<file path="src/rtl/gha_pkg.sv">
// Shared types and constants for the generational handle allocator.
`timescale 1ns / 1ps

package gha_pkg;

  localparam int SLOT_COUNT_DEFAULT = 1024;

  localparam logic [31:0] ALIVE_BIT    = 32'h1;
  localparam logic [31:0] DYING_BIT    = 32'h2;
  localparam logic [31:0] INTERNAL_BITS = 32'h3;

  typedef enum logic [2:0] {
    REQ_CREATE  = 3'd0,
    REQ_DESTROY = 3'd1,
    REQ_ADD     = 3'd2,
    REQ_REMOVE  = 3'd3,
    REQ_QUERY   = 3'd4,
    REQ_SWEEP   = 3'd5
  } req_t;

  typedef enum logic [3:0] {
    ST_IDLE,
    ST_INIT,
    ST_READ,
    ST_EXEC,
    ST_SW_RDP,
    ST_SW_RDS,
    ST_SW_WR,
    ST_OUT
  } state_t;

  // controller -> datapath
  typedef struct packed {
    logic load_req;
    logic init_step;
    logic rd_slot;
    logic exec;
    logic sw_start;
    logic sw_rd_pend;
    logic sw_rd_slot;
    logic sw_write;
    logic sw_finish;
    logic out_load;
  } cmd_t;

  // datapath -> controller
  typedef struct packed {
    logic init_done;
    logic sw_done;
    logic is_sweep;
  } stat_t;

endpackage

</file>
<file path="src/rtl/gha_ctrl.sv">
// Controller state machine for the handle allocator.
`timescale 1ns / 1ps

module gha_ctrl (
  input  logic             clk,
  input  logic             rst,
  input  logic             in_fire,
  input  logic             out_busy,
  input  gha_pkg::stat_t   stat,
  output gha_pkg::cmd_t    cmd,
  output logic             in_ready
);

  gha_pkg::state_t state, state_next;

  always_ff @(posedge clk) begin
    if (rst) state <= gha_pkg::ST_INIT;
    else     state <= state_next;
  end

  always_comb begin
    state_next = state;
    case (state)
      gha_pkg::ST_INIT:   if (stat.init_done) state_next = gha_pkg::ST_IDLE;
      gha_pkg::ST_IDLE:   if (in_fire) state_next = gha_pkg::ST_READ;
      gha_pkg::ST_READ:   state_next = stat.is_sweep ? gha_pkg::ST_SW_RDP : gha_pkg::ST_EXEC;
      gha_pkg::ST_EXEC:   state_next = gha_pkg::ST_OUT;
      gha_pkg::ST_SW_RDP: state_next = stat.sw_done ? gha_pkg::ST_OUT : gha_pkg::ST_SW_RDS;
      gha_pkg::ST_SW_RDS: state_next = gha_pkg::ST_SW_WR;
      gha_pkg::ST_SW_WR:  state_next = gha_pkg::ST_SW_RDP;
      gha_pkg::ST_OUT:    if (!out_busy) state_next = gha_pkg::ST_IDLE;
      default:            state_next = gha_pkg::ST_IDLE;
    endcase
  end

  always_comb begin
    cmd = '0;
    in_ready = 1'b0;
    case (state)
      gha_pkg::ST_INIT:   cmd.init_step = 1'b1;
      gha_pkg::ST_IDLE: begin
        in_ready = 1'b1;
        cmd.load_req = 1'b1;
      end
      gha_pkg::ST_READ: begin
        cmd.rd_slot  = 1'b1;
        cmd.sw_start = 1'b1;
      end
      gha_pkg::ST_EXEC:   cmd.exec = 1'b1;
      gha_pkg::ST_SW_RDP: begin
        cmd.sw_rd_pend = 1'b1;
        cmd.sw_finish  = stat.sw_done;
      end
      gha_pkg::ST_SW_RDS: cmd.sw_rd_slot = 1'b1;
      gha_pkg::ST_SW_WR:  cmd.sw_write = 1'b1;
      gha_pkg::ST_OUT:    cmd.out_load = !out_busy;
      default:            cmd = '0;
    endcase
  end

endmodule

</file>
<file path="config.mk">
export PLATFORM = sky130hd
export DESIGN_NAME = gha_ctrl
export DESIGN_NICKNAME = d
export VERILOG_FILES = /design/src/rtl/gha_pkg.sv /design/src/rtl/gha_ctrl.sv
export SDC_FILE = /design/constraint.sdc
export NUM_CORES = 1
export LEC_CHECK = 0
export BUFFER_PORTS_ARGS = -buffer_cell sky130_fd_sc_hd__buf_4
export CAP_MARGIN = 20
export CORE_AREA = 10 10 47 49
export CTS_CLUSTER_DIAMETER = 50
export DETAILED_ROUTE_END_ITERATION = 8
export DIE_AREA = 0 0 57 59
export GPL_TIMING_DRIVEN = 1
export SLEW_MARGIN = 5
export SYNTH_ARGS = -nofsm -noshare
export SYNTH_HDL_FRONTEND = slang
export SYNTH_SLANG_ARGS = --single-unit
</file>
<file path="constraint.sdc">
create_clock -name clk -period 1.3 [get_ports clk]
set_input_delay 0.26 -clock clk [delete_from_list [all_inputs] [get_ports clk]]
set_output_delay 0.26 -clock clk [all_outputs]
set_load 0.03 [all_outputs]
</file>
Word level (Yosys, flattened, before mapping)
Cells that the tools add are included.

storage, ports and cells
  input port bits = 7
  word-level logic and storage cells = 29
  output and inout port bits = 11
  register bits = 4

cells by class
  mux-type cells = 15
  equality and inequality tests = 10
  reduce and logical (&&, ||, !) cells = 3

operator list
  kind                  count
  $pmux W4 S8           1
  $eq A4 B3 Y1 const B  4
  $mux W4               3
  $mux W1               9
  $eq A4 B2 Y1 const B  2
  $ne A2 B2 Y1 const B  3
  $eq A4 B1 Y1 const B  1
  $logic_not A4 Y1      1
  $mux W3               1
  $reduce_and A3 Y1     1
  $mux W2               1
  $logic_not A1 Y1      1

Logic depth before layout (Yosys ltp)
Gate-level depths: netlist of run 1.

  word-level depth = 3
  mapped depth = 4
  gate-level depth less buffers = 3

Worst setup path after synthesis of run 1
OpenSTA, ideal clock, no wires.

  path kind = register to output
  from = register state[1]
  to = output port cmd[9] in the netlist's numbering
  path buffers = 2
  slack = -0.440 ns
  cell stages (with the launch flop) = 4
  data required time = 1.040 ns
  data arrival time = 1.480 ns
  cells stage by stage = dfxtp_1 > buf_4 > nor3_1 > buf_4

on the way
  word-level cells in the longest chain between the ends = 2

ends and longest elaborated chain
  what                      RTL line        RTL
  start: declaration        gha_ctrl.sv:14  gha_pkg::state_t state, state_next;
  start signal: assignment  gha_ctrl.sv:17  if (rst) state <= gha_pkg::ST_INIT;
  start signal: assignment  gha_ctrl.sv:18  else state <= state_next;
  $logic_not A4 Y1          n/a
  $mux W1                   n/a
  end: declaration          gha_ctrl.sv:10  output gha_pkg::cmd_t cmd,

No other way between the ends.

==> results of run 1 <==
[cell usage after synthesis (2+ instances only)]
cell type,number,area [um2]
and3_2,2,15.0
buf_4,4,30.0
dfxtp_1,3,60.1
nor2_1,4,15.0
nor3_1,4,20.0
o21a_1,2,15.0
[worst max path at each step]
stage / from / end / slack (ns)
6_report: state[2] / cmd[0] / -0.08
3_3_place_gp: state[1] / cmd[6] / 0.07
4_1_cts: state[1] / cmd[6] / -0.09
5_1_grt: state[1] / cmd[6] / -0.12
3_5_place_dp: state[2] / state[0] / 0.08
2_1_floorplan: state[1] / cmd[9] / -0.13
[timing repair]
item                       CTS  global route
pin swaps                    2             4
setup endpoints to repair   10            11
resized for setup           13            11
setup buffers                2             1
[routing by layer]
metal	global-route usage, %	vias up	part of all wire, %
met5	0	-	0
met4	4.03	0	1.5
met3	3.22	2	9.7
met2	8.37	12	53
met1	5.36	143	35
li1	-	164	-
[worst max-delay path, stage by stage, from the launching register on]
cell and delay (ns):
dfxtp_4 0.36, and2b_2 0.22, and3_4 0.18, buf_6 0.13
[kinds of logic after synthesis]
logic type	Yosys count
simple gates	16
compound gates	7
buf+inv	6
flops	3
[power by group through the flow]
stage	Combinational, mW	Sequential [mW]	Clock, mW
after detailed placement	0.268	0.118	0
after global routing	0.350	0.126	0.183
final	0.328	0.123	0.165
after CTS	0.301	0.121	0.174
after global placement	0.268	0.117	0
after floorplan	0.176	0.119	0
[area by class of cell]
cell class	instances	area [um2]
Sequential cell	3	66.3
Fill cell	156	841
Inverter	2	10.0
Tap cell	16	20.0
Multi-Input combinational cell	23	209
Timing Repair Buffer	25	229
Clock buffer	4	26.3
==> impl_metrics.tcl, run 1 <==
set metrics [dict create \
    status "finished, violations left" \
    violations "negative setup slack" \
    critPathKind "reg -> out" \
    synth_area_um2 259 \
    cts-root-buf "clkbuf_4" \
    setup-tns-final_ns -0.451 \
    via_count 321 \
    cts-htree-levels 1 \
    wl_per_cell_um 13.1 \
    hold_path_end "state[1]" \
    top_regs "state x3" \
    startpoint_type "flip-flop" \
    syn_nets 39 \
    rsz0062_at_grt "true" \
    rrSetupSlack_ns 0.13 \
    synth.avg_cell_area_um2 8.09 \
    drt_first_iter_violations 1 \
    max_freq_mhz 726 \
    first_pass_iters 2 \
    async_reset_ff_share_pct 0 \
    fin_crit_ns 1.38 \
    final_common_cell "buf_4" \
    ys_types 19 \
    diodes 0 \
    start_util_pct 18.5 \
    final_max_slew_viol_count 0 \
    critPathRequiredTime_ns 1.04 \
    synth_xor_area_share_pct 0 \
    gr-usage-all-layers_pct 5.45 \
    gp_congestion 0.724 \
    setup-violations-final 10 \
    leakagePower_nw 0.252 \
    synth_adder_area_share_pct 0 \
    routed_wl_um 955 \
    clock-skew-final_ns 0.00397 \
    core_um2 1400 \
    ant_nets 0 \
    gr-total-overflow 0 \
    largest_reg_flops 3 \
    crit_fanout 6 \
    clk_pin_slew_ns 0.04 \
    design_area_um2 561 \
    place_ws_ns 0.0783 \
    cap_violations 0 \
    worst_pin_slew_ns 0.242 \
    p_switching_mw 0.235 \
    pwr-share-clk_pct 26.7 \
    die_height_um 59 \
    synthMuxAreaShare_pct 0 \
    worstSetupEndpointType "primary output" \
    vias_per_cell 4.40 \
    rr_endpoint "state[0]" \
    synthCells 32 \
    utilization_pct 40.0 \
    cts_tree "yes" \
    top_register "state" \
    synth_top_family_by_area "simple AND/OR/NAND/NOR gates" \
    drc 0 \
    synthFlopType "dfxtp_1" \
    min_from "rst" \
    hold_path_class "in -> reg" \
    synth-simple-area-share_pct 38.2 \
    grt_pass1_vias 340 \
    ios 18 \
    ys_seq_elements 3 \
    final_nets 65 \
    portBuffers 17 \
    grt_max_degree 8 \
    total_power_mw 0.616 \
    hold_depth 2 \
    holdWs_ns 0.210 \
    relSlewSlack_pct 83.8 \
    insertion_delay_ns 0.23 \
    ctsHoldBuffers 0 \
    dpl_cell_area_um2 433 \
    hold_violations 0 \
    stdcell_count 73 \
    drive_gt1_share_pct 78.9 \
    yosys_warnings 0 \
    die_w_um 57 \
    synth_edf_count 0 \
    synth_compound_area_share_pct 24.2 \
    sequentialPowerShare_pct 20.0 \
    pwr-share-comb_pct 53.2 \
    rows 14 \
    most-common-layout-cells "buf_4 (14), buf_6 (11), and3_4 (4), nor2_1 (3), clkbuf_4 (3)" \
    dp_hpwl_um 726 \
    dp_cells 66 \
    fin_crit_sh_pct 106 \
    syn_to_final_growth_pct 116 \
    numCtsBuffers 3 \
    dieArea_um2 3360 \
    max-vdd-ir-drop_mv 0.374 \
    p_int_mw 0.381 \
    reg2reg_from "state[2]" \
    clock-sinks 3 \
    r2r_cells 3 \
    arrival_ns 1.12 \
    power_density_nw_per_um2 1100 \
    switching_share_pct 38.1 \
    fin_ws_ns -0.0774 \
    grt_pass1_wl_mm 1.46 \
    cts_max_path_buffers 2 \
    antenna_found_initial 0 \
    ys_seq_area_share_pct 23.2 \
]
(Power assumes the default switching activity.)
==> run 2: changes to the inputs <==
--- a/config.mk
+++ b/config.mk
@@ -11,7 +11,7 @@
 export CTS_CLUSTER_DIAMETER = 50
 export DETAILED_ROUTE_END_ITERATION = 8
 export DIE_AREA = 0 0 57 59
-export GPL_TIMING_DRIVEN = 1
+export GPL_TIMING_DRIVEN = 0
 export SLEW_MARGIN = 5
 export SYNTH_ARGS = -nofsm -noshare
 export SYNTH_HDL_FRONTEND = slang
==> run 2 against run 1 <==
Effect of this change: the run still ends with negative setup slack left; first-iteration DRC count up 100%; flip-flop and latch count unchanged; global-route usage up 1.2 points; critical path depth up 1; clock power down 5%; sequential share of layout area down 0.81 points; wire length up 5.2%; final area up 7.4%; die area unchanged; cell count up 4.1%; sequential power up 7%; maximum frequency down 4.2%; critical path type unchanged; critical endpoint is now cmd[7]; largest cell class unchanged.
==> impl_metrics.tcl, run 2 (synthesized netlist as in run 1, its figures left out) <==
set metrics [dict create \
    status "finished, violations left" \
    violations "negative setup slack" \
    dp_hpwl_um 705 \
    numCtsBuffers 3 \
    fin_crit_ns 1.44 \
    hold_path_end "state[1]" \
    cpMaxStageDelayCell "dfxtp_2" \
    clk_pin_slew_ns 0.03 \
    portBuffers 17 \
    place_ws_ns -0.0865 \
    worst_pin_slew_ns 0.249 \
    dieArea_um2 3360 \
    routed_wl_mm 1.01 \
    clock-sinks 3 \
    startpoint_type "flip-flop" \
    hold_violations 0 \
    leakagePower_nw 0.268 \
    worstSetupEndpointType "primary output" \
    first_pass_iters 2 \
    crit_chain "or2b_4, nor2_4, buf_4, buf_6" \
    gr-usage-all-layers_pct 6.62 \
    r2r_cells 4 \
    drive_gt1_share_pct 83.3 \
    top_register "state" \
    critPathKind "reg -> out" \
    crit_fanout 3 \
    syn_to_final_growth_pct 132 \
    top_regs "state x3" \
    insertion_delay_ns 0.23 \
    wl_per_cell_um 13.2 \
    cap_violations 0 \
    via_count 340 \
    setup-tns-final_ns -0.760 \
    max_freq_mhz 695 \
    fillCellCount 151 \
    seqCellArea_um2 66.3 \
    cts_max_path_buffers 2 \
    hold_depth 2 \
    final_common_cell "buf_4" \
    die_height_um 59 \
    multi_input_area_um2 211 \
    rrSetupSlack_ns 0.08 \
    relSlewSlack_pct 83.3 \
    drc 0 \
    drt_first_iter_violations 2 \
    critPathRequiredTime_ns 1.04 \
    grt_pass1_vias 386 \
    diodes 0 \
    min_from "rst" \
    grt_pass1_wl_mm 1.77 \
    cts-root-buf "clkbuf_4" \
    rr_endpoint "state[0]" \
    critPathMaxStageDelay_ns 0.32 \
    power_density_nw_per_um2 1050 \
    stdcell_count 76 \
    reg2reg_from "state[2]" \
    setup-violations-final 10 \
    hold_path_class "in -> reg" \
    arrival_ns 1.18 \
    fin_crit_sh_pct 111 \
    clock-skew-final_ns 0.00107 \
    gp_congestion 0.745 \
    final_max_slew_viol_count 0 \
    most-common-layout-cells "buf_4 (15), buf_6 (12), and3_4 (4), clkbuf_4 (3)" \
    vias_per_cell 4.47 \
    max-vdd-ir-drop_mv 0.415 \
    largest_reg_flops 3 \
    utilization_pct 42.9 \
    ios 18 \
    die_w_um 57 \
    ant_nets 0 \
    rows 14 \
    fin_ws_ns -0.138 \
    rsz0062_at_grt "true" \
    gr-total-overflow 0 \
    cts-htree-levels 1 \
    grt_max_degree 9 \
    antenna_found_initial 0 \
    dp_cells 65 \
    core_um2 1400 \
    final_nets 68 \
    start_util_pct 18.5 \
    cts_tree "yes" \
]
[run 2: cell count changes in the layout (fill, tap and decap cells not counted), sizes merged]
| cell | delta |
|---|---|
| buf | +3 |
[run 2: cell type report]
type	count	area share, %
repair buffers	24	38.3
clock buffers	4	4.37
flip-flops and latches	3	11.0
well taps	16	3.33
multi-input cells	23	35.1
plain buffers	4	6.24
inverters	2	1.66
[run 2: how the worst max path moves through the flow]
| stage | startpoint | end | slack [ns] | cells past startpoint |
|---|---|---|---|---|
| global route | state[1] | cmd[9] | -0.19 | 5 |
| detailed placement | state[0] | cmd[1] | -0.09 | 4 |
| CTS | state[1] | cmd[9] | -0.14 | 5 |
| finish | state[1] | cmd[7] | -0.14 | 4 |
| floorplan | state[1] | cmd[9] | -0.13 | 3 |
| global placement | state[0] | cmd[1] | -0.09 | 4 |
[run 2: worst max-delay path, delay by kind of cell, from the launching register on]
| family | cells | cell delay [ns] |
|---|---|---|
| buffers and inverters | 2 | 0.23 |
| DFF | 1 | 0.32 |
| and+or+nand+nor | 2 | 0.41 |
[run 2: routing by layer]
layer	wire, um	up-vias	global-route usage, %	part of all wire, %
li1	-	170	-	-
met1	336	160	5.73	33
met2	587	10	12.1	58
met3	82	0	3.22	8.2
met4	0	0	4.03	0
met5	0	-	0	0
[run 2: per-stage QoR]
stage | hold slack, ns | total power [mW] | instance area, um2
2_1_floorplan | 0.329 | 0.295 | 278
3_3_place_gp | 0.452 | 0.376 | 425
3_5_place_dp | 0.454 | 0.380 | 425
4_1_cts | 0.202 | 0.628 | 582
5_1_grt | 0.211 | 0.681 | 602
6_report | 0.217 | 0.631 | 602
[run 2: repair_timing]
item / 4_1_cts / 5_1_grt
endpoints found under the setup margin: 11 / 12
pin swaps: 2 / 5
cloned: 0 / 0
resized for setup: 23 / 3
hold buffers: 0 / 0
setup buffers: 6 / 2
[run 2: report_power, final]
| part | leakage [nW] | internal, mW | switching [mW] |
|---|---|---|---|
| Sequential | 0.0257 | 0.108 | 0.0231 |
| Clock | 0.0150 | 0.115 | 0.0423 |
| Combinational | 0.227 | 0.177 | 0.166 |
